[config.mk]
export PLATFORM = sky130hd
export DESIGN_NAME = stable_priority_queue_unit
export DESIGN_NICKNAME = d
export VERILOG_FILES = /design/src/rtl/spq_pkg.sv /design/src/rtl/spq_cell.sv /design/src/rtl/stable_priority_queue_unit.sv
export SDC_FILE = /design/constraint.sdc
export NUM_CORES = 2
export LEC_CHECK = 0
export BUFFER_PORTS_ARGS = -buffer_cell sky130_fd_sc_hd__buf_4
export CAP_MARGIN = 40
export CORE_ASPECT_RATIO = 0.75
export CORE_MARGIN = 3
export CORE_UTILIZATION = 32
export CTS_BUF_LIST = sky130_fd_sc_hd__clkbuf_4 sky130_fd_sc_hd__clkbuf_8 sky130_fd_sc_hd__clkbuf_16
export CTS_CLUSTER_DIAMETER = 30
export CTS_CLUSTER_SIZE = 10
export DETAILED_ROUTE_END_ITERATION = 8
export PLACE_DENSITY = 0.47
export SETUP_SLACK_MARGIN = 0.3
export SYNTH_ARGS = -nofsm -noshare
export SYNTH_HDL_FRONTEND = slang
export SYNTH_HIERARCHICAL = 1
export SYNTH_SLANG_ARGS = --single-unit
[constraint.sdc]
create_clock -name clk -period 21 [get_ports clk]
set_input_delay 1.05 -clock clk [delete_from_list [all_inputs] [get_ports clk]]
set_output_delay 1.05 -clock clk [all_outputs]
set_load 0.02 [all_outputs]
[src/rtl/spq_pkg.sv]
`timescale 1ns / 1ps

package spq_pkg;

	// Field widths of the channel payloads.
	localparam int TAG_W   = 16;
	localparam int LEVEL_W = 8;
	localparam int OCC_W   = 7;

	// Defaults for the top-level parameters.
	localparam int CAPACITY_DEF   = 64;
	localparam int TAG_BITS_DEF   = 16;
	localparam int LEVEL_BITS_DEF = 8;

	// Operation codes of a request.
	localparam logic [1:0] OP_INSERT = 2'd0;
	localparam logic [1:0] OP_SERVE  = 2'd1;
	localparam logic [1:0] OP_CLEAR  = 2'd2;

	// Status codes of a response.
	localparam logic [1:0] ST_SERVED = 2'd0;
	localparam logic [1:0] ST_EMPTY  = 2'd1;
	localparam logic [1:0] ST_FULL   = 2'd2;

	typedef struct packed {
		logic [1:0]         op;
		logic [TAG_W-1:0]   tag;
		logic [LEVEL_W-1:0] severity;
	} req_t;

	typedef struct packed {
		logic [TAG_W-1:0] served_tag;
		logic [1:0]       status;
		logic [OCC_W-1:0] occupancy;
	} rsp_t;

	// Shift commands broadcast to every cell of the chain.
	typedef struct packed {
		logic ins;
		logic srv;
	} cell_ctl_t;

endpackage

[src/rtl/spq_cell.sv]
`timescale 1ns / 1ps

module spq_cell #(
	parameter int TW = spq_pkg::TAG_W,
	parameter int LW = spq_pkg::LEVEL_W
) (
	input  logic              clk,
	input  spq_pkg::cell_ctl_t ctl,
	input  logic [TW-1:0]     new_tag,
	input  logic [LW-1:0]     new_level,
	input  logic              occupied,
	input  logic              prev_ge,
	input  logic [TW-1:0]     prev_tag,
	input  logic [LW-1:0]     prev_level,
	input  logic [TW-1:0]     next_tag,
	input  logic [LW-1:0]     next_level,
	output logic              ge,
	output logic [TW-1:0]     tag,
	output logic [LW-1:0]     level
);

	logic [TW-1:0] tag_q;
	logic [LW-1:0] level_q;

	// The chain is sorted, so the cells that stay put on an insert form a prefix.
	assign ge    = occupied && (level_q >= new_level);
	assign tag   = tag_q;
	assign level = level_q;

	always_ff @(posedge clk) begin
		if (ctl.ins && !ge) begin
			if (prev_ge) begin
				tag_q   <= new_tag;
				level_q <= new_level;
			end else begin
				tag_q   <= prev_tag;
				level_q <= prev_level;
			end
		end else if (ctl.srv) begin
			tag_q   <= next_tag;
			level_q <= next_level;
		end
	end

endmodule

[src/rtl/stable_priority_queue_unit.sv]
`timescale 1ns / 1ps
// Stable max-priority queue built as a sorted chain of cells.
// Requests arrive on req (req_valid / req_stall): an insert places a tag
// behind every held entry of equal or higher severity, a serve removes the
// front entry, and a clear empties the queue. Responses leave on rsp
// (rsp_valid / rsp_stall): one for every serve and for every insert that
// finds the queue full; accepted inserts and clears give no response.
// Every cell compares the new severity with its own in parallel and shifts
// toward its neighbor in the same cycle, so one request is taken each cycle
// while req_stall is low; its response is registered in the cycle after the transfer.
// Throughput is one request per cycle while req_stall is low, set by the parallel cell update.
// Reset empties the queue and drops any pending response; cell contents
// are not cleared since only occupied cells are ever read.
// While a response waits under rsp_stall, req_stall is raised, so no
// request is taken until that response transfers.
module stable_priority_queue_unit #(
	parameter int CAPACITY   = spq_pkg::CAPACITY_DEF,
	parameter int TAG_BITS   = spq_pkg::TAG_BITS_DEF,
	parameter int LEVEL_BITS = spq_pkg::LEVEL_BITS_DEF
) (
	input  logic          clk,
	input  logic          arst_n,
	input  logic          req_valid,
	output logic          req_stall,
	input  spq_pkg::req_t req,
	output logic          rsp_valid,
	input  logic          rsp_stall,
	output spq_pkg::rsp_t rsp
);

	localparam int TW = (TAG_BITS < spq_pkg::TAG_W) ? TAG_BITS : spq_pkg::TAG_W;
	localparam int LW = (LEVEL_BITS < spq_pkg::LEVEL_W) ? LEVEL_BITS : spq_pkg::LEVEL_W;
	localparam int CW = $clog2(CAPACITY + 1);

	logic [CW-1:0]      count_q;
	logic               rsp_valid_q;
	spq_pkg::rsp_t      rsp_q;

	logic               accept;
	logic               full;
	logic               empty;
	logic [TW-1:0]      new_tag;
	logic [LW-1:0]      new_level;
	spq_pkg::cell_ctl_t ctl;

	logic               cell_ge    [CAPACITY];
	logic [TW-1:0]      cell_tag   [CAPACITY];
	logic [LW-1:0]      cell_level [CAPACITY];

	assign req_stall = rsp_valid_q && rsp_stall;
	assign accept    = req_valid && !req_stall;
	assign full      = (count_q == CW'(CAPACITY));
	assign empty     = (count_q == '0);
	assign new_tag   = req.tag[TW-1:0];
	assign new_level = req.severity[LW-1:0];

	assign ctl.ins = accept && (req.op == spq_pkg::OP_INSERT) && !full;
	assign ctl.srv = accept && (req.op == spq_pkg::OP_SERVE) && !empty;

	for (genvar i = 0; i < CAPACITY; i++) begin : g_cell
		logic          prev_ge;
		logic [TW-1:0] prev_tag;
		logic [LW-1:0] prev_level;
		logic [TW-1:0] next_tag;
		logic [LW-1:0] next_level;

		if (i == 0) begin : g_head
			assign prev_ge    = 1'b1;
			assign prev_tag   = '0;
			assign prev_level = '0;
		end else begin : g_body
			assign prev_ge    = cell_ge[i-1];
			assign prev_tag   = cell_tag[i-1];
			assign prev_level = cell_level[i-1];
		end

		if (i == CAPACITY - 1) begin : g_tail
			assign next_tag   = '0;
			assign next_level = '0;
		end else begin : g_inner
			assign next_tag   = cell_tag[i+1];
			assign next_level = cell_level[i+1];
		end

		spq_cell #(
			.TW(TW),
			.LW(LW)
		) u_cell (
			.clk       (clk),
			.ctl       (ctl),
			.new_tag   (new_tag),
			.new_level (new_level),
			.occupied  (count_q > CW'(i)),
			.prev_ge   (prev_ge),
			.prev_tag  (prev_tag),
			.prev_level(prev_level),
			.next_tag  (next_tag),
			.next_level(next_level),
			.ge        (cell_ge[i]),
			.tag       (cell_tag[i]),
			.level     (cell_level[i])
		);
	end

	always_ff @(posedge clk or negedge arst_n) begin
		if (!arst_n) begin
			count_q     <= '0;
			rsp_valid_q <= 1'b0;
		end else begin
			if (!rsp_stall) begin
				rsp_valid_q <= 1'b0;
			end
			if (accept) begin
				case (req.op)
					spq_pkg::OP_INSERT: begin
						if (full) begin
							rsp_valid_q <= 1'b1;
						end else begin
							count_q <= count_q + CW'(1);
						end
					end
					spq_pkg::OP_SERVE: begin
						rsp_valid_q <= 1'b1;
						if (!empty) begin
							count_q <= count_q - CW'(1);
						end
					end
					spq_pkg::OP_CLEAR: begin
						count_q <= '0;
					end
					default: begin
					end
				endcase
			end
		end
	end

	// Response payload; only loaded on a transfer that produces a response.
	always_ff @(posedge clk) begin
		if (accept && (req.op == spq_pkg::OP_INSERT) && full) begin
			rsp_q.served_tag <= '0;
			rsp_q.status     <= spq_pkg::ST_FULL;
			rsp_q.occupancy  <= spq_pkg::OCC_W'(count_q);
		end else if (accept && (req.op == spq_pkg::OP_SERVE)) begin
			if (empty) begin
				rsp_q.served_tag <= '0;
				rsp_q.status     <= spq_pkg::ST_EMPTY;
				rsp_q.occupancy  <= '0;
			end else begin
				rsp_q.served_tag <= spq_pkg::TAG_W'(cell_tag[0]);
				rsp_q.status     <= spq_pkg::ST_SERVED;
				rsp_q.occupancy  <= spq_pkg::OCC_W'(count_q - CW'(1));
			end
		end
	end

	assign rsp_valid = rsp_valid_q;
	assign rsp       = rsp_q;

endmodule

==> summary.txt <==
Cells and area
  • Area growth syn-to-layout: 16.9%
  • Non-Filler Instances: 12.4k
  • Most frequent cells in the layout: 1,857 x mux2_2, 1,543 x edfxtp_1, 1,216 x mux2_4
  • Nets@finish: 8,164
  • Layout cell share with drive strength beyond 1: 0.534
  • Most common cell after layout, fill and taps aside: mux2_2

Timing
  • Post-layout min period: 4910 ps
  • Count of final setup violators: 0
  • RSZ-0062 raised after global routing: false
  • Minimum hold slack: 478 ps
  • Setup TNS: 0 ps
  • Slew HR: 0.392
  • Final Hold Fails: 0
  • Clock skew: 62.8 ps
  • Crit share post-route: 0.234
  • Max-slew violations: 0
  • Fmax: 0.204 GHz
  • Worst-Margin Slew: 910 ps

Yosys
  • Post-Syn Area: 107,000 µm²
  • Syn avg cell area: 14.6 µm²
  • Mapped Cells: 7,331
  • Synth warn: 6

CTS
  • CTS sink count: 1,569
  • CTS tree: built
  • Clk buf depth: 4
  • Clk Latency, worst-skew pair: 910 ps
  • Number of CTS-inserted buffers: 407
  • Resized cells post-CTS: 0
  • H-tree level count: 5
  • Clock Pin Slew Worst Setup and Hold Paths: 40 ps
  • Setup bufs post-CTS: 0
  • Hold-fix buffers, CTS: 1
  • Root buffer cell: clkbuf_16

Placement
  • Final HPWL DP: 218,000 µm
  • Port-buffer cells: 56
  • Placed Instances: 11.6k
  • GP Congestion: 0.795

Global route
  • GR Overflow Total: 0
  • Initial antenna violation count: 18
  • GRT Util Overall: 0.177
  • First-pass GRT wire length: 459,000 µm
  • Vias in the first global route: 67.6k
  • Largest net degree at the start of global routing: 61

Worst setup path
  • Worst Path Max Fanout: 39
  • Slowest cell delay on critical path: 670 ps
  • Slowest cell on crit path: buf_4
  • Crit path launch: req[5]
  • Reg-to-reg startpoint: count_q[0]
  • Delay-heaviest family, CP: buffers and inverters
  • Most numerous cell on the critical path: buf_4
  • Crit. End Element: register
  • Critical Path AT: 5390 ps
  • Critical Path, Cell by Cell: buf_6 > buf_4 > buf_4 > buf_4 > inv_1 > ha_1 > a211o_1 > a211oi_1 > o21ai_1 > nand2_4 > or2_2
  • Buf/Inv on CP: 5
  • Setup CP Type: in -> reg
  • Critical Path RT: 21,470 ps
  • CP Launch Type: input port

Routing
  • DR pass1 iterations: 7
  • Routed len/inst: 25.1 µm
  • Via density: 5.04
  • Post-route ant nets: 0
  • Detailed-route wire length: 311,000 µm
  • # DRC: 0
  • Initial DRC count: 4,132
  • Routed via count: 62.5k

Run
  • Max-cap viol count: 0

Floorplanning
  • Die Y: 507 µm
  • Chip width: 673 µm
  • Area of the core: 332,000 µm²
  • Row count: 183
  • I/O pin count: 57
  • Die Area: 341,000 µm²
  • Initial Util: 0.322

Pwr
  • Static leakage: 47.9 nW
  • Pwr dens: 110 nW/µm²
  • Peak supply drop: 0.0000702 V

Min path
  • Min-delay worst type: reg -> reg
  • Hold path startpoint: rsp[8]

Outcome
  • Status: completed
## layout make-up
cell class / count / area [µm²]
antenna: 7 / 17.5
clock buffer: 482 / 10800
clock inverter: 263 / 3010
fill: 31400 / 207000
inverter: 651 / 2440
multi-input combinational: 4813 / 54700
sequential: 1569 / 46900
tap: 4440 / 5560
timing repair buffer: 173 / 1600
## path summary, 6_finish.rpt
check | slack, ps | depth (start not counted) | endpoint
worst max-delay path | 16090 | 11 | g_cell[50].u_cell/tag[11]
worst min-delay path | 480 | 2 | rsp[8]
worst max register to register | 16480 | 10 | g_cell[26].u_cell/level[4]
worst min register to register | 480 | 2 | rsp[8]
max in group asynchronous | 20230 | 2 | count_q[5]
min in group asynchronous | 580 | 2 | count_q[6]
## sequential cells by signal (all words and copies together) (netlist names)
register and flops:
g_cell.u_cell/tag 1024, g_cell.u_cell/level 512, rsp 25, count_q 7, rsp_valid 1
## worst reg2reg max path: stages (launching register included)
cell       delay (ps)
dfrtp_1           600
inv_1             180
ha_1              310
or3b_4            300
nor3_4            100
a21oi_4           230
buf_4             230
buf_4             700
o2111ai_2         360
nand2_4           470
or2_2             670
## per-layer routing
layer | up-vias | share of wire | global-route usage
met3 | 471 | 0.043 | 0.0249
met5 | - | 0.000035 | 0
met2 | 1353 | 0.44 | 0.273
li1 | 28600 | - | -
met1 | 32100 | 0.49 | 0.256
met4 | 2 | 0.026 | 0.0509
## report_power, final
| part | leakage, nW | switching [mW] | internal (mW) |
|---|---|---|---|
| logic | 26.4 | 1.38 | 1.46 |
| registers | 14.7 | 0.417 | 4.15 |
| clock network | 6.84 | 1.95 | 4.36 |
## metrics by stage
step	instance area, µm²	worst slack [ps]	total power, mW	util
detailed placement	111000	15300	7.46	0.335
global route	125000	15980	14.3	0.377
floorplan	107000	11280	6.60	-
finish	125000	16090	13.7	0.377
CTS	125000	16220	13.9	0.377
global placement	111000	15190	7.39	0.333
Power figures use the tool's default switching activity.
